$ cat src/lsrc_pkg.sv
`timescale 1ns / 1ps
// ----------------------------------------------------------------------------
// lsrc_pkg
// Shared types for the segment-to-rectangle clipper pipeline.
// ----------------------------------------------------------------------------
package lsrc_pkg;

  typedef struct packed {
    logic valid;
    logic visible;
  } lsrc_ctl_t;

endpackage

$ cat src/lsrc_param.sv
`timescale 1ns / 1ps
// ----------------------------------------------------------------------------
// lsrc_param
// Cross products between axes, then entry/exit selection and overlap test.
// ----------------------------------------------------------------------------
module lsrc_param #(
  parameter int W = 16,
  localparam int E = W + 2
) (
  input  logic                 clk,
  input  logic                 rst,
  input  logic                 adv,
  input  lsrc_pkg::lsrc_ctl_t  ctl_in,
  input  logic signed [E-1:0]  n0x,
  input  logic signed [E-1:0]  n1x,
  input  logic signed [E-1:0]  n0y,
  input  logic signed [E-1:0]  n1y,
  input  logic [W:0]           dnx,
  input  logic [W:0]           dny,
  input  logic signed [E-1:0]  dx_in,
  input  logic signed [E-1:0]  dy_in,
  input  logic signed [W-1:0]  bx_in,
  input  logic signed [W-1:0]  by_in,
  output lsrc_pkg::lsrc_ctl_t  ctl,
  output logic [W:0]           t0n,
  output logic [W:0]           t0d,
  output logic [W:0]           t1n,
  output logic [W:0]           t1d,
  output logic signed [E-1:0]  dx,
  output logic signed [E-1:0]  dy,
  output logic signed [W-1:0]  bx,
  output logic signed [W-1:0]  by
);
  import lsrc_pkg::*;

  lsrc_ctl_t             ctl3;
  logic signed [2*E-1:0] pa, pb, pc, pd;
  logic signed [E-1:0]   n0x3, n1x3, n0y3, n1y3;
  logic [W:0]            dnx3, dny3;
  logic signed [E-1:0]   dx3, dy3;
  logic signed [W-1:0]   bx3, by3;
  logic                  t0_from_x, t1_from_x, rej_next;

  always_ff @(posedge clk) begin
    if (rst) begin
      ctl3 <= '0;
    end else if (adv) begin
      ctl3 <= ctl_in;
    end
    if (adv) begin
      pa   <= n0x * $signed({1'b0, dny});
      pb   <= n0y * $signed({1'b0, dnx});
      pc   <= n1x * $signed({1'b0, dny});
      pd   <= n1y * $signed({1'b0, dnx});
      n0x3 <= n0x;
      n1x3 <= n1x;
      n0y3 <= n0y;
      n1y3 <= n1y;
      dnx3 <= dnx;
      dny3 <= dny;
      dx3  <= dx_in;
      dy3  <= dy_in;
      bx3  <= bx_in;
      by3  <= by_in;
    end
  end

  always_comb begin
    t0_from_x = pa > pb;
    t1_from_x = pc < pd;
    rej_next  = (pa > pd) || (pb > pc);
  end

  always_ff @(posedge clk) begin
    if (rst) begin
      ctl <= '0;
    end else if (adv) begin
      ctl.valid   <= ctl3.valid;
      ctl.visible <= ctl3.visible && !rej_next;
    end
    if (adv) begin
      t0n <= t0_from_x ? n0x3[W:0] : n0y3[W:0];
      t0d <= t0_from_x ? dnx3 : dny3;
      t1n <= t1_from_x ? n1x3[W:0] : n1y3[W:0];
      t1d <= t1_from_x ? dnx3 : dny3;
      dx  <= dx3;
      dy  <= dy3;
      bx  <= bx3;
      by  <= by3;
    end
  end

endmodule

$ cat config.mk
export PLATFORM = sky130hd
export DESIGN_NAME = lsrc_param
export DESIGN_NICKNAME = d
export VERILOG_FILES = /design/src/lsrc_pkg.sv /design/src/lsrc_param.sv
export SDC_FILE = /design/constraint.sdc
export NUM_CORES = 2
export LEC_CHECK = 0
export ABC_AREA = 1
export BUFFER_PORTS_ARGS = -buffer_cell sky130_fd_sc_hd__buf_4
export CAP_MARGIN = 40
export CORE_MARGIN = 2
export CORE_UTILIZATION = 30
export CTS_CLUSTER_SIZE = 25
export DETAILED_ROUTE_END_ITERATION = 12
export SLEW_MARGIN = 20
export SYNTH_ARGS = -nofsm -noshare
export SYNTH_HDL_FRONTEND = slang
export SYNTH_SLANG_ARGS = --single-unit
export TNS_END_PERCENT = 5
$ cat constraint.sdc
create_clock -name clk -period 15.1 [get_ports clk]
set_input_delay 0 -clock clk [delete_from_list [all_inputs] [get_ports clk]]
set_output_delay 0 -clock clk [all_outputs]
set_load 0.03 [all_outputs]
==> key figures <==
Yosys
  – Synth area leader: fa_1
  – Syn Std Cell Area: 66900 um2
  – Synth Net Count: 9500
  – Area share of the largest cell type after synthesis: 37.2%
  – EDFF count, synth: 450
  – Gate Count Post-Synth: 7574
  – Post-synthesis async set-or-reset flop share: 0%
  – Mean Syn Cell Area: 8.83 um2
  – Distinct cells, synth: 45
  – Synth Warn #: 0
  – Top FF cell, synth: edfxtp_1
  – Most common cell in the synthesized netlist: inv_1
  – Synth top area cells: fa_1, edfxtp_1, inv_1
  – Commonest cells in the synthesized netlist: inv_1, nand2_1, fa_1
  – Sequential fraction of the synthesis area: 20.3%
  – Yosys reg bits: 454

STA
  – RSZ-0062 raised after global routing: no
  – Hold violation total from the final report: 0
  – Worst-case clock skew: 0.0548 ns
  – Slew Limit Fails: 0
  – Final setup margin: 8.78 ns
  – Slew @ Worst Pin: 0.841 ns
  – Final setup fails: 0
  – Min Tclk post-route: 6.32 ns
  – Final worst-path cycle share: 41.8%
  – TNS Setup: 0 ns
  – Slew margin rel.: 43.9%
  – Fmax: 0.158 GHz

Place
  – I/O Buffers: 316
  – Pre-CTS setup slack: 8.81 ns
  – GP Congestion: 0.897
  – Placed insts: 10600
  – HPWL Detailed: 148 mm

CTS
  – Clock Sinks: 454
  – CTS Buffer Depth: 3
  – Post_cts resized: 0
  – Post-CTS Setup Bufs: 0
  – H-tree depth: 2
  – Hold_buf cts: 185
  – CTS root buffer: clkbuf_16
  – CTS Buf Count: 53
  – TritonCTS clock tree: yes
  – Worst-path clk slew: 0.06 ns
  – Worst skew pair latency: 0.69 ns

Outcome
  – Run status: finished clean

Finish
  – Post-Layout Cell Count: 10900
  – Area growth, synth to finish: 12.9%
  – Fillers: 22600
  – Nets: 9768
  – Share of post-route cells with drive strength above 1: 5.38%
  – Inserted Diodes: 0

Worst setup path
  – Worst setup EP type: flip-flop
  – WP data required: 15.48 ns
  – Worst R2R Path Depth: 11
  – R2r setup slk: 11.43 ns
  – CP max FO: 37
  – Arrival time worst endpoint: 6.69 ns
  – Startpoint Class: input pin
  – WS Path Type: in2reg

Drt
  – Drt initial violations: 3215
  – Avg WL per Cell: 17.2 um
  – Post-DRT Antenna Nets: 0
  – First-pass detailed-route iteration total: 5
  – Vias per cell: 4.49
  – Final WL: 187 mm
  – Via Count: 48800
  – DRC: 0

Floorplanning
  – Initial cell density of the core: 30.1%
  – Die area: 227000 um2
  – # rows: 173
  – Io pins: 317
  – Die X: 476 um
  – Core footprint: 222000 um2
  – Die height: 476 um

Flow run
  – MaxCap Viol Count: 0

Global routing
  – Vias in the first global route: 53300
  – M1 GR Usage: 20.8%
  – Initial antenna violation count: 10
  – First-pass GRT wire length: 300 mm
  – Grt peak-use layer: met2
  – Total gr overflow: 0
  – Gr usage total: 16.7%
  – GR met2 Demand/Resource: 29.7%
  – Met3 usage: 2.02%
  – Largest net degree at the start of global routing: 150

Worst hold path
  – Worst hold path cell count: 2
  – Worst Hold Class: in2reg
[cell usage in the layout, fill, tap and decap left out, drive strengths merged, types with 5 or more instances in the layout]
| cell | instances |
|---|---|
| edfxtp | 450 |
| xnor2 | 76 |
| a21boi | 10 |
| clkinv | 24 |
| o21bai | 11 |
| dlygate4sd3 | 185 |
| inv | 2461 |
| nand3 | 126 |
| nor2 | 143 |
| o21a | 9 |
| a221oi | 5 |
| fa | 1244 |
| nor4 | 12 |
| ha | 503 |
| nand2 | 1735 |
| o211ai | 8 |
| xor2 | 70 |
| o21ai | 89 |
| a21o | 32 |
| nor3 | 20 |
| a31oi | 27 |
| nand4 | 33 |
| buf | 326 |
| a21oi | 191 |
| clkbuf | 63 |
[path summary, 6_finish.rpt]
check / start / end
max reg2reg: pa[11] / t0n[2]
min: by_in[8] / by3[8]
max: dnx[3] / pb[31]
min reg2reg: dy3[17] / dy[17]
[cell families after synthesis]
| family | synth area share (%) |
|---|---|
| AO/OA/AOI/OAI | 3.33 |
| buffers and inverters | 15.5 |
| XOR/XNOR | 1.91 |
| flip-flops | 20.3 |
| AND/OR/NAND/NOR | 12.2 |
| adder cells (fa/ha/maj) | 46.6 |
[flip-flops by register name, indices dropped and copies added, names as in the netlist, 18 cells and up]
signal and count:
pb 36, dx 18, dy3 18, pa 36, dx3 18, pd 36
pc 36, dy 18
[critical path: stages]
cell and delay (ns):
dlygate4sd3_1 0.57, buf_4 0.47, nand2_1 0.25, fa_1 0.82, fa_1 0.46, inv_1 0.32, fa_1 0.51, fa_1 0.50
fa_1 0.49, inv_1 0.05, fa_1 0.47, inv_1 0.04, ha_1 0.42, nand2_1 0.15, nor2_1 0.13, inv_1 0.06
o21ai_0 0.41, a21oi_1 0.08, nand2_1 0.18, a21oi_1 0.12, xnor2_1 0.16
[area by class of cell]
type                            count  area [um2]  area share (%)
Sequential cell                   454       13600            18.0
Clock buffer                       63        1360            1.81
Inverter                         2457        9220            12.2
Timing Repair Buffer              511        4340            5.75
Tap cell                         2975        3720            4.93
Clock inverter                     36         370           0.490
Multi-Input combinational cell   4365       42900            56.8
[metrics by stage]
stage               area, um2  hold slack, ns  utilization (%)
CTS                     75500       0.0000875             34.0
global route            75500          0.0277             34.0
detailed placement      71900           0.179             32.4
finish                  75500          0.0549             34.0
global placement        71900           0.179             32.4
floorplan               66900          0.0691                -
[per-layer routing]
metal	vias up	wire [um]	part of all wire, %
met2	1436	93300	50
li1	22300	-	-
met1	24800	76400	41
met4	12	7410	4.0
met3	312	9920	5.3
met5	-	55	0.029
Power is not shown: default switching activity piles up to over one toggle a cycle in this logic, so the estimate is an artifact.
