`src/lsrc_pkg.sv`:
```
`timescale 1ns / 1ps
// ----------------------------------------------------------------------------
// lsrc_pkg
// Shared types for the segment-to-rectangle clipper pipeline.
// ----------------------------------------------------------------------------
package lsrc_pkg;

  typedef struct packed {
    logic valid;
    logic visible;
  } lsrc_ctl_t;

endpackage

```
`src/lsrc_div.sv`:
```
`timescale 1ns / 1ps
// ----------------------------------------------------------------------------
// lsrc_div
// One clipped coordinate: |dc|*num, pipelined restoring divide by den,
// then base plus signed quotient truncated toward zero.
// ----------------------------------------------------------------------------
module lsrc_div #(
  parameter int W = 16,
  localparam int E  = W + 2,
  localparam int QW = W + 1
) (
  input  logic                 clk,
  input  logic                 rst,
  input  logic                 adv,
  input  lsrc_pkg::lsrc_ctl_t  ctl_in,
  input  logic signed [W-1:0]  c0,
  input  logic signed [E-1:0]  dc,
  input  logic [W:0]           num,
  input  logic [W:0]           den,
  output lsrc_pkg::lsrc_ctl_t  ctl,
  output logic signed [W-1:0]  coord
);
  import lsrc_pkg::*;

  lsrc_ctl_t           sctl [QW+1];
  logic [W:0]          srem [QW+1];
  logic [QW-1:0]       slow [QW+1];
  logic [QW-1:0]       squo [QW+1];
  logic [W:0]          sden [QW+1];
  logic                sneg [QW+1];
  logic signed [W-1:0] sc0  [QW+1];

  logic [W:0]          mag;
  logic [2*QW-1:0]     prod;

  logic signed [E-1:0] qs, base, base_adj;

  always_comb begin
    mag  = dc[E-1] ? (W+1)'(0) - dc[W:0] : dc[W:0];
    prod = mag * num;
  end

  always_ff @(posedge clk) begin
    if (rst) begin
      sctl[0] <= '0;
    end else if (adv) begin
      sctl[0] <= ctl_in;
    end
    if (adv) begin
      srem[0] <= prod[2*QW-1:QW];
      slow[0] <= prod[QW-1:0];
      squo[0] <= '0;
      sden[0] <= den;
      sneg[0] <= dc[E-1] && (num != '0);
      sc0[0]  <= c0;
    end
  end

  for (genvar s = 0; s < QW; s++) begin : g_step
    logic [W+1:0] rem_sh;
    logic         ge;

    always_comb begin
      rem_sh = {srem[s], slow[s][QW-1]};
      ge     = rem_sh >= {1'b0, sden[s]};
    end

    always_ff @(posedge clk) begin
      if (rst) begin
        sctl[s+1] <= '0;
      end else if (adv) begin
        sctl[s+1] <= sctl[s];
      end
      if (adv) begin
        srem[s+1] <= ge ? (W+1)'(rem_sh - {1'b0, sden[s]}) : rem_sh[W:0];
        slow[s+1] <= {slow[s][QW-2:0], 1'b0};
        squo[s+1] <= {squo[s][QW-2:0], ge};
        sden[s+1] <= sden[s];
        sneg[s+1] <= sneg[s];
        sc0[s+1]  <= sc0[s];
      end
    end
  end

  always_comb begin
    qs   = sneg[QW] ? E'(0) - {1'b0, squo[QW]} : {1'b0, squo[QW]};
    base = {{2{sc0[QW][W-1]}}, sc0[QW]} + qs;
    base_adj = base;
    if (srem[QW] != '0) begin
      if (!sneg[QW] && base < 0) begin
        base_adj = base + {{(E-1){1'b0}}, 1'b1};
      end else if (sneg[QW] && base > 0) begin
        base_adj = base - {{(E-1){1'b0}}, 1'b1};
      end
    end
  end

  always_ff @(posedge clk) begin
    if (rst) begin
      ctl <= '0;
    end else if (adv) begin
      ctl <= sctl[QW];
    end
    if (adv) begin
      coord <= sctl[QW].visible ? base_adj[W-1:0] : '0;
    end
  end

endmodule

```
`config.mk`:
```
export PLATFORM = sky130hd
export DESIGN_NAME = lsrc_div
export DESIGN_NICKNAME = d
export VERILOG_FILES = /design/src/lsrc_pkg.sv /design/src/lsrc_div.sv
export SDC_FILE = /design/constraint.sdc
export NUM_CORES = 2
export LEC_CHECK = 0
export BUFFER_PORTS_ARGS = -buffer_cell sky130_fd_sc_hd__buf_4
export CAP_MARGIN = 10
export CELL_PAD_IN_SITES_DETAIL_PLACEMENT = 0
export CELL_PAD_IN_SITES_GLOBAL_PLACEMENT = 1
export CORE_MARGIN = 2
export CORE_UTILIZATION = 35
export CTS_CLUSTER_DIAMETER = 50
export DETAILED_ROUTE_END_ITERATION = 7
export MAX_ROUTING_LAYER = met4
export PLACE_DENSITY_LB_ADDON = 0.1
export SETUP_SLACK_MARGIN = 0.3
export SYNTH_ARGS = -nofsm -noshare
export SYNTH_HDL_FRONTEND = slang
export SYNTH_SLANG_ARGS = --single-unit
```
`constraint.sdc`:
```
create_clock -name clk -period 8.59 [get_ports clk]
set_clock_uncertainty 0.2 [all_clocks]
set_input_delay 0.859 -clock clk [delete_from_list [all_inputs] [get_ports clk]]
set_output_delay 0.859 -clock clk [all_outputs]
set_load 0.03 [all_outputs]
```
==> summary.md <==
| Metric | Value |
|---|---|
| Synth cell count leaders | `edfxtp_1, inv_1, nand2_1, ha_1, nor2_1` |
| Hold Path Class | `in -> reg` |
| Max Cap Viol | `0` |
| Setup TNS Final | `0 ns` |
| Initial core utilization | `35.2%` |
| DRT Wirelength | `143 mm` |
| DP HPWL | `104 mm` |
| Slew Viols, Final | `0` |
| Area Growth Syn to Fin | `15.7%` |
| Worst reg2reg startpoint | `squo[17][0]` |
| Register area | `37800 um2` |
| Critical path startpoint category | `primary input` |
| Hold Vio Cnt, Final | `0` |
| Vias in the first global route | `40933` |
| Num CTS Buffers | `170` |
| Max Fanout on Critical Path | `7` |
| Total GRT Usage | `15.4%` |
| Layout cells sized above 1 | `11.5%` |
| Critical Path RT | `8.95 ns` |
| Routed via count | `39003` |
| Chip height | `441 um` |
| Area of the multi-input gates | `25900 um2` |
| # IOs | `91` |
| Final-layout fill cell count | `17920` |
| Fin crit share | `92.0%` |
| Hold EP | `sden[0][2]` |
| Finished Cell Area | `77200 um2` |
| Hold slack | `0.0908 ns` |
| Register area share after synthesis | `56.7%` |
| Global-route wire length before repair | `227 mm` |
| DRT Pass-1 Iters | `5` |
| Area of the mapped netlist | `66700 um2` |
| RR Endpoint | `coord[14]` |
| Row Count | `160` |
| Most common cell in the netlist | `edfxtp_1` |
| Grt total ovfl | `0` |
| Area share of the largest cell type after synthesis | `56.6%` |
| CTS tree | `done` |
| Largest net degree at the start of global routing | `214` |
| LEAKAGE | `31.2 nW` |
| Initial antenna violation count | `3` |
| Worst hold path cell count | `1` |
| Post-synthesis net count | `5980` |
| Root Buffer | `clkbuf_16` |
| Cell at the slowest stage of the critical path | `fa_1` |
| # DRC | `0` |
| Post-DP Area | `71000 um2` |
| Synth top area cells | `edfxtp_1, ha_1, fa_1, inv_1, nand2_1` |
| Clock Tree Buf Depth | `3` |
| Post-DR wirelength/cell | `17.4 um` |
| Final Power | `32.8 mW` |
| Clock Sinks | `1261` |
| Clock slew at reported path FFs | `0.05 ns` |
| Worst-Margin Slew | `1.16 ns` |
| GR peak layer | `met2` |
| Full die area | `194000 um2` |
| Die width | `441 um` |
| Worst-Skew Late Latency | `0.81 ns` |
| Post-synth EDFFs | `1259` |
| H-tree depth | `4` |
| Cell accounting for the most synthesized area | `edfxtp_1` |
| Most used cell, CP | `fa_1` |
| Met3 Use GR | `2.58%` |
| Met1 Use GR | `17.8%` |
| Starting DRT DRC Count | `1965` |
| Crit path time final | `7.90 ns` |
| HP Start | `den[2]` |
| CP Class | `in -> reg` |
| DR vias/cell | `4.76` |
| Avg Synthesized Cell Area | `12.7 um2` |
| Post-Route Utilization | `40.7%` |
| Ys flop type | `edfxtp_1` |
| CP Capture Type | `flip-flop` |
| Antenna viol nets, final | `0` |
| Power Dens Cells | `425 nW/um2` |
| Peak Freq | `127 MHz` |
| Worst vdd ir | `0.758 mV` |
| Post-synthesis async set-or-reset flop share | `0%` |
| PortBufs | `90` |
| Worst path max stage delay | `0.54 ns` |
| Final RePlAce weighted congestion | `0.813` |
| Synth cell types | `94` |
| Reg2reg setup slack | `2.91 ns` |
| Post-Syn Instances | `5246` |
| Total number of yosys warnings | `0` |
| Global-route track usage on met2 | `27.1%` |
| Max-Slew Margin vs Limit | `22.9%` |
| Status | `complete, no violations` |
| Core footprint | `190000 um2` |
| Worst-case reg-to-reg path depth | `19` |
| RSZ-0062 raised after global routing | `no` |
| Setup violations, final | `0` |
| Yosys reg bits | `1261` |
| Fin nets | `6273` |
| Critical Path AT | `8.26 ns` |
## critical path: cells and delay by family
family / cells / cell delay, ns
adders and majority gates: 8 / 3.32
AOI/OAI and AO/OA: 8 / 1.90
and+or+nand+nor: 6 / 1.39
buffers and inverters: 4 / 0.32
xor gates and xnor gates: 2 / 0.46
## placed cells by master, fill, tap and decap left out, drive strengths merged, types with 20 or more instances in the layout
| cell type | count |
|---|---|
| mux2i | 33 |
| xnor2 | 167 |
| nor2 | 247 |
| o41ai | 21 |
| buf | 183 |
| a211oi | 27 |
| nor3 | 85 |
| nand2b | 20 |
| clkinv | 68 |
| inv | 742 |
| a21boi | 44 |
| clkbuf | 191 |
| a21o | 81 |
| nand4 | 52 |
| ha | 419 |
| a31oi | 30 |
| mux2 | 135 |
| dlygate4sd3 | 31 |
| edfxtp | 1259 |
| a21oi | 147 |
| nor2b | 61 |
| xor2 | 82 |
| and2 | 197 |
| o31ai | 57 |
| o21ai | 257 |
| fa | 242 |
| nand3 | 37 |
| or3 | 42 |
| nand2 | 443 |
| o21a | 29 |
## report_power, final
group	total [mW]	switching, mW	internal [mW]
combinational	16.1	8.68	7.40
clock	7.13	2.83	4.30
sequential	9.63	0.638	8.99
total	32.8	12.2	20.7
## per-layer routing
layer,wire [um],vias to the layer above,part of all wire (%)
met1,60500,19076,42
met4,4130,0,2.9
met5,0,-,0
li1,-,19201,-
met3,4560,260,3.2
met2,73500,466,51
## sequential cells by signal (all words and copies together), names as in the netlist
signal,count
sden,289
sneg,18
slow,153
sctl,36
squo,153
sc0,288
srem,306
coord,16
ctl,2
## how the worst max path moves through the flow
stage	from	end	slack (ns)	cells after the start
after floorplan	dc[0]	srem[0][16]	0.31	30
after global placement	dc[2]	srem[0][15]	-0.31	27
after detailed placement	dc[2]	srem[0][15]	-0.31	27
after CTS	dc[2]	srem[0][15]	0.55	27
after global routing	dc[1]	srem[0][15]	0.30	28
final	dc[1]	srem[0][15]	0.69	28
## cells by family (layout without fill, tap and decap cells)
group	count (synthesis)	count (layout)	share of synthesized area, %
AO/OA/AOI/OAI	824	824	8.18
XOR/XNOR	250	250	3.34
adder cells (fa/ha/maj)	661	661	15.1
buffers and inverters	811	1243	4.60
flip-flops	1261	1261	56.7
multiplexers	168	168	2.78
other	0	1	0
AND/OR/NAND/NOR	1271	1271	9.27
## area by class of cell
type                            instances  area share [%]
Clock buffer                          191            5.64
Inverter                              718            3.49
Antenna cell                            1         0.00324
Sequential cell                      1261            49.0
Multi-Input combinational cell       3174            33.6
Timing Repair Buffer                  214            2.30
Clock inverter                        120            1.90
Tap cell                             2511            4.07
## repair_timing
item,in CTS,in global routing
buffers inserted,0,1
endpoints found under the hold margin,32,0
endpoints found under the setup margin,0,7
resized for setup,0,8
hold buffers,31,0
## metrics by stage
stage | setup WS [ns] | cells
2_1_floorplan | 0.314 | 5246
3_3_place_gp | -0.315 | 7845
3_5_place_dp | -0.306 | 7845
4_1_cts | 0.552 | 8187
5_1_grt | 0.304 | 8190
6_report | 0.686 | 8190
(Power assumes the default switching activity.)
