`src/lsrc_pkg.sv`:
```
`timescale 1ns / 1ps
// ----------------------------------------------------------------------------
// lsrc_pkg
// Shared types for the segment-to-rectangle clipper pipeline.
// ----------------------------------------------------------------------------
package lsrc_pkg;

  typedef struct packed {
    logic valid;
    logic visible;
  } lsrc_ctl_t;

endpackage

```
`src/lsrc_setup.sv`:
```
`timescale 1ns / 1ps
// ----------------------------------------------------------------------------
// lsrc_setup
// Two stages: deltas and edge numerators, then per-axis entry/exit clamp.
// ----------------------------------------------------------------------------
module lsrc_setup #(
  parameter int W = 16,
  localparam int E = W + 2
) (
  input  logic                 clk,
  input  logic                 rst,
  input  logic                 adv,
  input  logic                 in_valid,
  input  logic signed [W-1:0]  x0,
  input  logic signed [W-1:0]  y0,
  input  logic signed [W-1:0]  x1,
  input  logic signed [W-1:0]  y1,
  input  logic signed [W-1:0]  xl,
  input  logic signed [W-1:0]  yt,
  input  logic signed [W-1:0]  xr,
  input  logic signed [W-1:0]  yb,
  output lsrc_pkg::lsrc_ctl_t  ctl,
  output logic signed [E-1:0]  n0x,
  output logic signed [E-1:0]  n1x,
  output logic signed [E-1:0]  n0y,
  output logic signed [E-1:0]  n1y,
  output logic [W:0]           dnx,
  output logic [W:0]           dny,
  output logic signed [E-1:0]  dx,
  output logic signed [E-1:0]  dy,
  output logic signed [W-1:0]  bx,
  output logic signed [W-1:0]  by
);
  import lsrc_pkg::*;

  logic signed [E-1:0] ex0, ey0, ex1, ey1, exl, eyt, exr, eyb;
  logic signed [E-1:0] dx_next, dy_next, enx_next, exx_next, eny_next, exy_next;
  logic [W:0]          dxa_next, dya_next;
  logic                rej_next;

  lsrc_ctl_t           ctl1;
  logic signed [E-1:0] dx1, dy1, enx, exx, eny, exy;
  logic [W:0]          dxa, dya;
  logic signed [W-1:0] x0r, y0r;

  logic signed [E-1:0] n0x_next, n1x_next, n0y_next, n1y_next;
  logic [W:0]          dnx_next, dny_next;
  logic                rej2_next;

  always_comb begin
    ex0 = {{2{x0[W-1]}}, x0};
    ey0 = {{2{y0[W-1]}}, y0};
    ex1 = {{2{x1[W-1]}}, x1};
    ey1 = {{2{y1[W-1]}}, y1};
    exl = {{2{xl[W-1]}}, xl};
    eyt = {{2{yt[W-1]}}, yt};
    exr = {{2{xr[W-1]}}, xr};
    eyb = {{2{yb[W-1]}}, yb};
    dx_next  = ex1 - ex0;
    dy_next  = ey1 - ey0;
    dxa_next = dx_next[E-1] ? (W+1)'(0) - dx_next[W:0] : dx_next[W:0];
    dya_next = dy_next[E-1] ? (W+1)'(0) - dy_next[W:0] : dy_next[W:0];
    enx_next = dx_next[E-1] ? ex0 - exr : exl - ex0;
    exx_next = dx_next[E-1] ? ex0 - exl : exr - ex0;
    eny_next = dy_next[E-1] ? ey0 - eyb : eyt - ey0;
    exy_next = dy_next[E-1] ? ey0 - eyt : eyb - ey0;
    rej_next = ((dx_next == '0) && ((ex0 < exl) || (ex0 > exr))) ||
               ((dy_next == '0) && ((ey0 < eyt) || (ey0 > eyb)));
  end

  always_ff @(posedge clk) begin
    if (rst) begin
      ctl1 <= '0;
    end else if (adv) begin
      ctl1.valid   <= in_valid;
      ctl1.visible <= !rej_next;
    end
    if (adv) begin
      dx1 <= dx_next;
      dy1 <= dy_next;
      dxa <= dxa_next;
      dya <= dya_next;
      enx <= enx_next;
      exx <= exx_next;
      eny <= eny_next;
      exy <= exy_next;
      x0r <= x0;
      y0r <= y0;
    end
  end

  always_comb begin
    if (dx1 == '0) begin
      n0x_next = '0;
      n1x_next = {{(E-1){1'b0}}, 1'b1};
      dnx_next = {{W{1'b0}}, 1'b1};
    end else begin
      n0x_next = (enx > 0) ? enx : '0;
      n1x_next = (exx < $signed({1'b0, dxa})) ? exx : $signed({1'b0, dxa});
      dnx_next = dxa;
    end
    if (dy1 == '0) begin
      n0y_next = '0;
      n1y_next = {{(E-1){1'b0}}, 1'b1};
      dny_next = {{W{1'b0}}, 1'b1};
    end else begin
      n0y_next = (eny > 0) ? eny : '0;
      n1y_next = (exy < $signed({1'b0, dya})) ? exy : $signed({1'b0, dya});
      dny_next = dya;
    end
    rej2_next = (n0x_next > n1x_next) || (n0y_next > n1y_next);
  end

  always_ff @(posedge clk) begin
    if (rst) begin
      ctl <= '0;
    end else if (adv) begin
      ctl.valid   <= ctl1.valid;
      ctl.visible <= ctl1.visible && !rej2_next;
    end
    if (adv) begin
      n0x <= n0x_next;
      n1x <= n1x_next;
      n0y <= n0y_next;
      n1y <= n1y_next;
      dnx <= dnx_next;
      dny <= dny_next;
      dx  <= dx1;
      dy  <= dy1;
      bx  <= x0r;
      by  <= y0r;
    end
  end

endmodule

```
`config.mk`:
```
export PLATFORM = sky130hd
export DESIGN_NAME = lsrc_setup
export DESIGN_NICKNAME = d
export VERILOG_FILES = /design/src/lsrc_pkg.sv /design/src/lsrc_setup.sv
export SDC_FILE = /design/constraint.sdc
export NUM_CORES = 1
export LEC_CHECK = 0
export CAP_MARGIN = 0
export CORE_MARGIN = 2
export CORE_UTILIZATION = 25
export DETAILED_ROUTE_END_ITERATION = 8
export DONT_BUFFER_PORTS = 1
export PLACE_DENSITY = 0.41
export SETUP_SLACK_MARGIN = 0.2
export SYNTH_ARGS = -nofsm -noshare
export SYNTH_HDL_FRONTEND = slang
export SYNTH_SLANG_ARGS = --single-unit
```
`constraint.sdc`:
```
create_clock -name clk -period 4.1 [get_ports clk]
set_clock_uncertainty 0.05 [all_clocks]
set_input_delay 0.82 -clock clk [delete_from_list [all_inputs] [get_ports clk]]
set_output_delay 0.82 -clock clk [all_outputs]
set_load 0.03 [all_outputs]
```
==> results of run 1 <==
## cells in the mapped netlist (all sizes together) (4+ instances only)
library cell,n
o211ai,11
clkbuf,68
nor3b,7
a2111oi,9
o41ai,5
nand2b,32
mux2,33
a211oi,24
a21o,68
ha,237
nand3b,4
or2,15
dfxtp,4
nand4,19
o21bai,14
nor2,148
nand3,21
a21oi,162
a221oi,8
o21ai,102
nor3,33
and4,4
and3,13
xnor2,70
edfxtp,336
a211o,6
inv,229
and2,37
buf,13
or3,19
nor4,21
xor2,59
o31ai,15
o31a,4
o311ai,5
nand2,131
fa,10
o21a,31
mux2i,25
a31oi,17
a21boi,8
nor2b,23
## per-stage QoR
stage,worst slack [ns],util [%],power [W]
3_3_place_gp,-0.374,28.8,0.00971
3_5_place_dp,-0.442,28.8,0.00972
5_1_grt,-0.466,31.0,0.0147
4_1_cts,-0.217,30.7,0.0140
6_report,-0.290,31.0,0.0139
2_1_floorplan,0.152,-,0.00772
## what timing repair did
| action | CTS | global route |
|---|---|---|
| gates resized for setup | 25 | 28 |
| gates cloned | 1 | 0 |
| buffers inserted | 10 | 5 |
| pin swaps | 26 | 18 |
| setup endpoints to repair | 1 | 3 |
## metal layers
layer / vias to the layer above / wire, um / track usage (%)
met5: - / 50 / 0
met1: 8142 / 33200 / 20.2
met2: 444 / 41100 / 31.6
li1: 8256 / - / -
met4: 6 / 3150 / 6.58
met3: 111 / 4780 / 4.15
## cells by family (layout without fill, tap and decap cells)
family          after synthesis  in the layout  share of synthesized area [%]
xor+xnor                    129            129                           5.03
fa+ha+maj                   247            247                           14.1
buf+inv                     310            579                           5.31
mux                          58             58                           2.77
other cells                   1              8                         0.0167
flops                       340            340                           45.3
simple gates                540            540                           12.0
compound gates              531            531                           15.5
## worst max-delay path: cells and delay by family, from the launching register on
kind	cells	cell delay (ns)
AO/OA/AOI/OAI	12	1.82
adder cells (fa/ha/maj)	3	0.84
buffers and inverters	2	0.23
flip-flops	1	0.43
multiplexers	1	0.20
AND/OR/NAND/NOR	5	0.68
## final timing paths
| kind | from | end | slack [ns] | cells after the start |
|---|---|---|---|---|
| worst max-delay path | exy[7] | ctl[0] | -0.29 | 23 |
| worst min-delay path | y0[9] | y0r[9] | 0.24 | 0 |
| worst max register to register | exy[7] | ctl[0] | -0.29 | 23 |
| worst min register to register | y0r[15] | by[15] | 0.36 | 0 |
## layout by cell type (no fill, tap or decap), types with 12 or more instances in the layout
cell | netlist | routed
edfxtp_1 | 336 | 336
and3_1 | 13 | 12
a211oi_1 | 22 | 19
nor2_1 | 148 | 147
xnor2_1 | 70 | 69
inv_1 | 227 | 224
mux2_2 | 33 | 29
nand3_1 | 21 | 20
a21o_1 | 68 | 68
nor2b_1 | 23 | 23
o21bai_1 | 14 | 14
nand4_1 | 19 | 19
ha_1 | 237 | 224
o21ai_0 | 99 | 96
o21a_1 | 31 | 31
a21oi_1 | 162 | 156
nor3_1 | 33 | 31
buf_4 | 4 | 263
o31ai_1 | 15 | 15
clkbuf_16 | 0 | 46
mux2i_1 | 25 | 25
or3_1 | 18 | 18
nand2b_1 | 32 | 32
or2_2 | 15 | 14
nor4_1 | 19 | 19
and2_1 | 35 | 35
nand2_1 | 131 | 123
xor2_1 | 59 | 59
a31oi_1 | 17 | 16
## power breakdown
group / internal [W] / switching [W] / total, W
registers: 0.00460 / 0.000841 / 0.00544
logic: 0.00213 / 0.00237 / 0.00450
clock network: 0.00231 / 0.00165 / 0.00396
## cell type report
cell class	count	area (sq um)
multi-input cells	1511	11500
clock inverters	32	298
repair buffers	268	2070
fillers	9072	61300
diodes	2	5.00
inverters	229	860
flip-flops and latches	340	10200
clock buffers	50	1170
well taps	1165	1460
==> metrics.md, run 1 <==
| Metric | Value |
|---|---|
| Outcome | finished, violations left |
| Failing checks | setup timing |
| H-Tree Depth | 2 |
| Vias/cell | 4.71 |
| DRC | 0 |
| Post-route ant nets | 0 |
| CP Cell Sequence | ha_4 > a21o_1 > a21o_1 > a21o_1 > a21o_1 > a21oi_2 > o311ai_2 > o211ai_1 > a21oi_2 > ha_4 > buf_12 > buf_6 > mux2_4 > nand2_4 > ha_4 > and3_4 > nand3_4 > or2_4 > a31oi_4 > o41ai_2 > a211o_1 > nand4_1 > a21oi_1 |
| Post-synth ARST share | 0% |
| Core region area | 0.0888 sq mm |
| Crit Path Max Fanout | 5 |
| Crit path largest cell delay | 0.43 ns |
| CTS tree | built |
| Total Neg Setup Slack | -0.290 ns |
| Area delta synth->final | 22.3% |
| Height of the die | 304 um |
| GRT Total Usage | 17.6% |
| Clock Root Buffer | clkbuf_16 |
| Final hold slack | 0.241 ns |
| Pwr dens | 506 mW/mm^2 |
| # rows | 109 |
| IO Pins | 308 |
| Yosys warns | 0 |
| Setup slack after layout | -0.290 ns |
| Placed cells | 3497 |
| Buffers on Ports | 0 |
| Initial DRC count | 1039 |
| Critical Path RT | 4.53 ns |
| Finished Cell Area | 0.0275 sq mm |
| Number of flops mapped to enable cells by yosys | 336 |
| Fin cells | 3597 |
| Register area share after synthesis | 45.3% |
| WS Path Type | register to register |
| First-pass GRT wire length | 120000 um |
| WP data arrival | 4.82 ns |
| Clock tree sinks | 340 |
| Synthesized instance count | 2156 |
| Relative slew slack | 50.7% |
| Cell taking the most area after synthesis | edfxtp_1 |
| Layout cell share with drive strength beyond 1 | 19.0% |
| DR WL/cell | 22.9 um |
| Max Root-Sink Buffers | 3 |
| Vias in the first global route | 17812 |
| Largest net degree at the start of global routing | 341 |
| Clock transition at path regs | 0.08 ns |
| Least-Margin Pin Slew | 0.721 ns |
| Slowest-stage cell, CP | edfxtp_1 |
| Initial Util | 25.3% |
| Worst Hold Class | primary input to register |
| CP endpoint kind | register |
| Skew-Pair Late Insertion Delay | 0.62 ns |
| Synth Flop Type | edfxtp_1 |
| Synth unique cells | 91 |
| Final setup viols | 1 |
| Syn_area_per_cell | 10.4 sq um |
| DR pass1 iterations | 6 |
| Fmax | 0.228 GHz |
| Minimum clock period | 4.39 ns |
| Max Transition Viols Final | 0 |
| Top Registers | n1x x18, n1y x18 |
| DP Wirelength | 67000 um |
| Synth top area share | 44.9% |
| TritonCTS Buffers | 46 |
| Synth Register Bits | 340 |
| Final net count | 2775 |
| Maximum vdd drop | 0.000285 V |
| Initial antenna violation count | 3 |
| Die width | 304 um |
| CP Launch Type | register |
| Die area | 0.0923 sq mm |
| Unrepaired setup endpoints after global routing | true |
| Leak | 11.7 nW |
| Final hold viol count | 0 |
| Post-route clock period utilization | 107% |
| Post-Place Cell Area | 0.0256 sq mm |
| Hold_buf cts | 0 |
| Max Cap Viol | 0 |
| Post-Syn Area | 0.0225 sq mm |
| CP dominant cell by count | a21o_1 |
| RePlAce Congestion | 0.897 |
| Vias | 16959 |
| Synth area leaders | edfxtp_1 (45%), ha_1 (13%), inv_1 (3.8%) |
| Final wirelength | 82200 um |
| Gr ovfl total | 0 |
Power figures use the tool's default switching activity.
==> run 2: changes to the inputs <==
- CORE_UTILIZATION: 25 -> 53
- PLACE_DENSITY: 0.41 -> 0.72
==> run 2 against run 1 <==
- the flow still finishes with violations (setup timing)
- flip-flop and latch count stayed put
- final area is 3.3% lower
- utilization is 33 points higher
- cell count is 18% lower
- worst setup slack worse by 0.078 ns
- critical path type unchanged
==> metrics.md, run 2 (synthesized netlist as in run 1, its figures left out) <==
| Metric | Value |
|---|---|
| Initial DRC count | 1547 |
| Vias in the first global route | 16668 |
| CP endpoint kind | register |
| Unrepaired setup endpoints after global routing | true |
| Layout cell share with drive strength beyond 1 | 18.6% |
| Final net count | 2758 |
| Crit path launch | dya[1] |
| Minimum clock period | 4.47 ns |
| Pwr dens | 496 mW/mm^2 |
| Initial Util | 53.7% |
| WS Path Type | register to register |
| Die area | 0.0440 sq mm |
| DRC | 0 |
| Post-route ant nets | 0 |
| Total Neg Setup Slack | -0.722 ns |
| Vias | 17351 |
| Fmax | 0.224 GHz |
| Final wirelength | 67400 um |
| # rows | 75 |
| Top Registers | n1x x18, n1y x18 |
| Gr ovfl total | 0 |
| Final hold viol count | 0 |
| Largest net degree at the start of global routing | 341 |
| DP Wirelength | 51200 um |
| Post-route clock period utilization | 109% |
| IO Pins | 308 |
| Core region area | 0.0419 sq mm |
| Initial antenna violation count | 5 |
| Max Root-Sink Buffers | 3 |
| Die width | 210 um |
| Clock transition at path regs | 0.07 ns |
| Crit Path Max Fanout | 3 |
| Height of the die | 210 um |
| Hold path start | rst |
| CTS tree | built |
| Design Power | 0.0132 W |
| H-Tree Depth | 2 |
| Commonest cells after routing, fill and taps aside | edfxtp_1 (336), inv_1 (224), ha_1 (218) |
| GRT Total Usage | 29.9% |
| DR WL/cell | 22.9 um |
| Max Cap Viol | 0 |
| Vias/cell | 5.89 |
| Buffers on Ports | 0 |
| Final setup viols | 2 |
| Max Transition Viols Final | 0 |
| RePlAce Congestion | 0.966 |
| Least-Margin Pin Slew | 1.13 ns |
| CP Launch Type | register |
| First-pass GRT wire length | 99000 um |
| DR pass1 iterations | 6 |
| Worst Hold Class | primary input to register |
| Relative slew slack | 24.2% |
| Critical Path RT | 4.53 ns |
| Leak | 11.6 nW |
| Clock Root Buffer | clkbuf_16 |
| Setup slack after layout | -0.368 ns |
| Worst r2r src | dya[1] |
| Maximum vdd drop | 0.000300 V |
| Clock tree sinks | 340 |
| WP data arrival | 4.89 ns |
| Area delta synth->final | 18.4% |
| Failing checks | setup timing |
| Fillers | 3269 |
| Outcome | finished, violations left |
| Commonest non-fill, non-tap cell in the layout | edfxtp_1 |
| Skew-Pair Late Insertion Delay | 0.56 ns |
| TritonCTS Buffers | 37 |
## run 2: stage by stage
stage	cell area [sq um]	utilization [%]	hold WS (ns)	instances	setup slack, ns
after detailed placement	24300	58.1	0.355	2805	-0.348
after CTS	26400	63.0	0.264	2939	-0.0642
final	26600	63.5	0.291	2946	-0.368
after global routing	26600	63.5	0.274	2945	-0.506
after floorplan	22600	-	0.350	2161	0.152
after global placement	24300	58.1	0.352	2805	-0.243
## run 2: layout make-up
class                           instances  area (sq um)  area share, %
Timing Repair Buffer                  260          2210           8.30
Clock buffer                           42           955           3.59
Sequential cell                       340         10200           38.2
Multi-Input combinational cell       1511         11500           43.3
Tap cell                              539           674           2.54
Inverter                              229           860           3.23
Antenna cell                            3          7.51         0.0282
Clock inverter                         22           201          0.758
## run 2: final timing paths
kind,depth (start not counted),slack [ns],endpoint
setup / recovery,21,-0.37,ctl[0]
hold reg to reg,0,0.36,by[5]
hold / removal,1,0.29,ctl1[1]
setup reg to reg,21,-0.37,ctl[0]
## run 2: layer usage
layer	track usage, %	vias up	wire length, um
met3	8.05	108	6420
met4	7.78	4	1690
met2	43.5	728	28400
li1	-	8205	-
met5	0	-	27
met1	44.1	8306	30900
## run 2: where the power goes
| part | internal, W | switching [W] |
|---|---|---|
| Sequential | 0.00460 | 0.000793 |
| Clock | 0.00187 | 0.00137 |
| Combinational | 0.00221 | 0.00236 |
| Total | 0.00868 | 0.00452 |
## run 2: worst max-delay path, cell delays in order (launching register included)
cell	delay, ns
edfxtp_1	0.42
inv_2	0.09
ha_1	0.23
a21o_1	0.17
a21o_1	0.19
a21o_1	0.19
a211oi_2	0.19
o311ai_1	0.12
o211ai_1	0.12
a21oi_2	0.13
ha_1	0.35
buf_6	0.13
mux2_2	0.34
nand2_1	0.14
ha_1	0.27
and4_1	0.22
o21ai_1	0.13
a31oi_2	0.14
o41ai_2	0.32
a211o_1	0.19
nand4_1	0.11
a21oi_1	0.15
## run 2: repair_timing
action	4_1_cts	5_1_grt
endpoints found under the hold margin	0	0
pin swaps	38	8
resized for setup	71	45
buffers inserted	70	4
setup endpoints to repair	1	4
hold buffers	0	0
==> run 3: changes to the inputs <==
--- a/config.mk
+++ b/config.mk
@@ -14,2 +14,3 @@
 export SETUP_SLACK_MARGIN = 0.2
+export SLEW_MARGIN = 5
 export SYNTH_ARGS = -nofsm -noshare
==> constraint.sdc (replaced) <==
create_clock -name clk -period 4.1 [get_ports clk]
set_clock_uncertainty 0.05 [all_clocks]
set_input_delay 0.41 -clock clk [delete_from_list [all_inputs] [get_ports clk]]
set_output_delay 0.41 -clock clk [all_outputs]
set_load 0.03 [all_outputs]
==> run 3 against run 2 <==
- the flow finishes with violations (hold timing, setup timing)
- clock-buffer cell count is 3 higher
- register-to-register slack better by 0.22 ns
- die area stayed put
- highest routed layer unchanged
- fmax is 5.2% higher
- cell count is 3.4% lower
- critical path depth is 2 higher
- utilization is 2.0 points lower
- wire length is 4.4% lower
- sequential share of layout area is 1.2 points higher
- via count is 2.8% lower
- sequential power hardly changed
- non-clock buffer count is 104 lower
==> metrics.md, run 3 (synthesized netlist as in run 1, its figures left out) <==
| Metric | Value |
|---|---|
| Outcome | finished, violations left |
| Failing checks | hold timing, setup timing |
| Leak | 11.0 nW |
| Vias | 16866 |
| DRC | 0 |
| Die area | 0.0440 sq mm |
| Worst Hold Class | primary input to register |
| Commonest non-fill, non-tap cell in the layout | edfxtp_1 |
| Fin cells | 2845 |
| Flop pwr share | 42.2% |
| Skew-Pair Late Insertion Delay | 0.56 ns |
| CP dominant cell by count | a21o_1 |
| First-pass GRT wire length | 95600 um |
| Top Registers | n1x x18, n1y x18 |
| Initial DRC count | 1313 |
| Core region area | 0.0419 sq mm |
| Final wirelength | 64400 um |
| Hold_buf cts | 35 |
| WP buf/inv | 2 |
| Clock tree sinks | 340 |
| Crit path largest cell delay | 0.41 ns |
| # rows | 75 |
| Setup Slack @ Placement | -0.369 ns |
| Design Power | 0.0127 W |
| Slowest-stage cell, CP | edfxtp_1 |
| Buffers on Ports | 0 |
| WP data arrival | 4.64 ns |
| Max Cap Viol | 0 |
| Max Root-Sink Buffers | 3 |
| Area delta synth->final | 14.7% |
| Vias in the first global route | 16111 |
| CP endpoint kind | register |
| Final setup viols | 1 |
| CTS tree | built |
| DR pass1 iterations | 7 |
| Fmax | 0.235 GHz |
| Initial antenna violation count | 12 |
| DR WL/cell | 22.6 um |
| Least-Margin Pin Slew | 1.17 ns |
| CP Launch Type | register |
| Combinational power share | 33.0% |
| Clock Root Buffer | clkbuf_16 |
| Placed cells | 2722 |
| WS Path Type | register to register |
| Post-route clock period utilization | 104% |
| Final hold slack | -0.124 ns |
| Relative slew slack | 21.8% |
| Gr ovfl total | 0 |
| Maximum vdd drop | 0.000346 V |
| Minimum clock period | 4.25 ns |
| Layout cell share with drive strength beyond 1 | 13.6% |
| Sw frac | 34.6% |
| IO Pins | 308 |
| Critical path's top delay family | compound AO/OA/AOI/OAI gates |
| P_sw | 0.00440 W |
| Final net count | 2653 |
| Clock network power share | 24.8% |
| Final core occ | 61.6% |
| RePlAce Congestion | 0.948 |
| DP Wirelength | 49400 um |
| Critical Path RT | 4.49 ns |
| Largest net degree at the start of global routing | 256 |
| Post-route ant nets | 0 |
| CP Cell Sequence | inv_2 > ha_4 > a21o_1 > a21o_1 > a21o_1 > a21o_1 > a21oi_2 > o311ai_1 > o211ai_1 > a21oi_2 > ha_4 > buf_12 > mux2_4 > nand2_4 > ha_4 > and3_4 > nand3_2 > or2_4 > a31oi_4 > o41ai_2 > a211o_1 > nand4_1 > a21oi_1 |
| Height of the die | 210 um |
| P_int | 0.00833 W |
| Initial Util | 53.7% |
| Clock transition at path regs | 0.06 ns |
| Commonest cells after routing, fill and taps aside | edfxtp_1 (336), inv_1 (224), ha_1 (214) |
| Unrepaired setup endpoints after global routing | true |
| Final hold viol count | 2 |
| Die width | 210 um |
| Setup slack after layout | -0.148 ns |
| H-Tree Depth | 2 |
| Max Transition Viols Final | 0 |
| TritonCTS Buffers | 36 |
| GRT Total Usage | 28.7% |
| Vias/cell | 5.93 |
| Pwr dens | 494 mW/mm^2 |
| Crit Path Max Fanout | 8 |
run 3: cell count changes in the layout (fill, tap and decap cells not counted), moves of 3 or more:
cell and delta:
diode_2 +3, clkbuf_1 +4, clkinv_4 +3, dlygate4sd3_1 +34, ha_4 +5, ha_1 -4, nand2_4 +5, nand2_1 -4
buf_6 -56, buf_4 -82, mux2_4 +4, mux2_2 -4
run 3: final cells by class:
| class | count | area [sq um] |
|---|---|---|
| Fill cell | 3409 | 16100 |
| Antenna cell | 6 | 15.0 |
| Multi-Input combinational cell | 1511 | 11600 |
| Tap cell | 539 | 674 |
| Timing Repair Buffer | 156 | 1310 |
| Clock buffer | 45 | 945 |
| Inverter | 229 | 860 |
| Clock inverter | 19 | 175 |
| Sequential cell | 340 | 10200 |
run 3: metrics by stage:
step                      TNS, ns  cell area (sq um)
after floorplan                 0              22500
after global placement     -0.252              23700
after detailed placement   -0.369              23700
after CTS                  -0.137              25500
after global routing       -0.294              25800
final                      -0.148              25800
run 3: path summary, 6_finish.rpt:
| kind | start | endpoint | slack, ns | depth (start not counted) |
|---|---|---|---|---|
| hold reg to reg | y0r[1] | by[1] | 0.37 | 0 |
| setup reg to reg | dya[7] | ctl[0] | -0.15 | 23 |
| hold / removal | rst | ctl[0] | -0.12 | 1 |
| setup / recovery | dya[7] | ctl[0] | -0.15 | 23 |
run 3: worst register-to-register path: cells and delay by family, from the launching register on:
kind | cells | cell delay [ns]
buffers and inverters | 2 | 0.25
muxes | 1 | 0.22
and+or+nand+nor | 5 | 0.63
AOI/OAI and AO/OA | 12 | 1.73
DFF | 1 | 0.41
adders and majority gates | 3 | 0.84
run 3: what timing repair did:
action | in CTS | in global routing
setup buffers | 11 | 7
cloned | 0 | 0
endpoints found under the hold margin | 122 | 2
resized for setup | 41 | 36
endpoints found under the setup margin | 1 | 1
pin swaps | 32 | 34
run 3: power groups by stage:
| stage | Clock (W) | Sequential (W) | Combinational, W |
|---|---|---|---|
| global placement | 0 | 0.00543 | 0.00354 |
| CTS | 0.00321 | 0.00538 | 0.00391 |
| finish | 0.00316 | 0.00538 | 0.00420 |
| global route | 0.00332 | 0.00543 | 0.00458 |
| detailed placement | 0 | 0.00544 | 0.00361 |
| floorplan | 0 | 0.00529 | 0.00243 |
run 3: per-layer routing:
| layer | part of all wire [%] | track usage, % | wire length [um] |
|---|---|---|---|
| met2 | 42 | 41.2 | 26700 |
| met4 | 1.9 | 7.07 | 1220 |
| met5 | 0.092 | 0 | 59 |
| met1 | 48 | 43.1 | 30600 |
| met3 | 9.0 | 7.59 | 5780 |
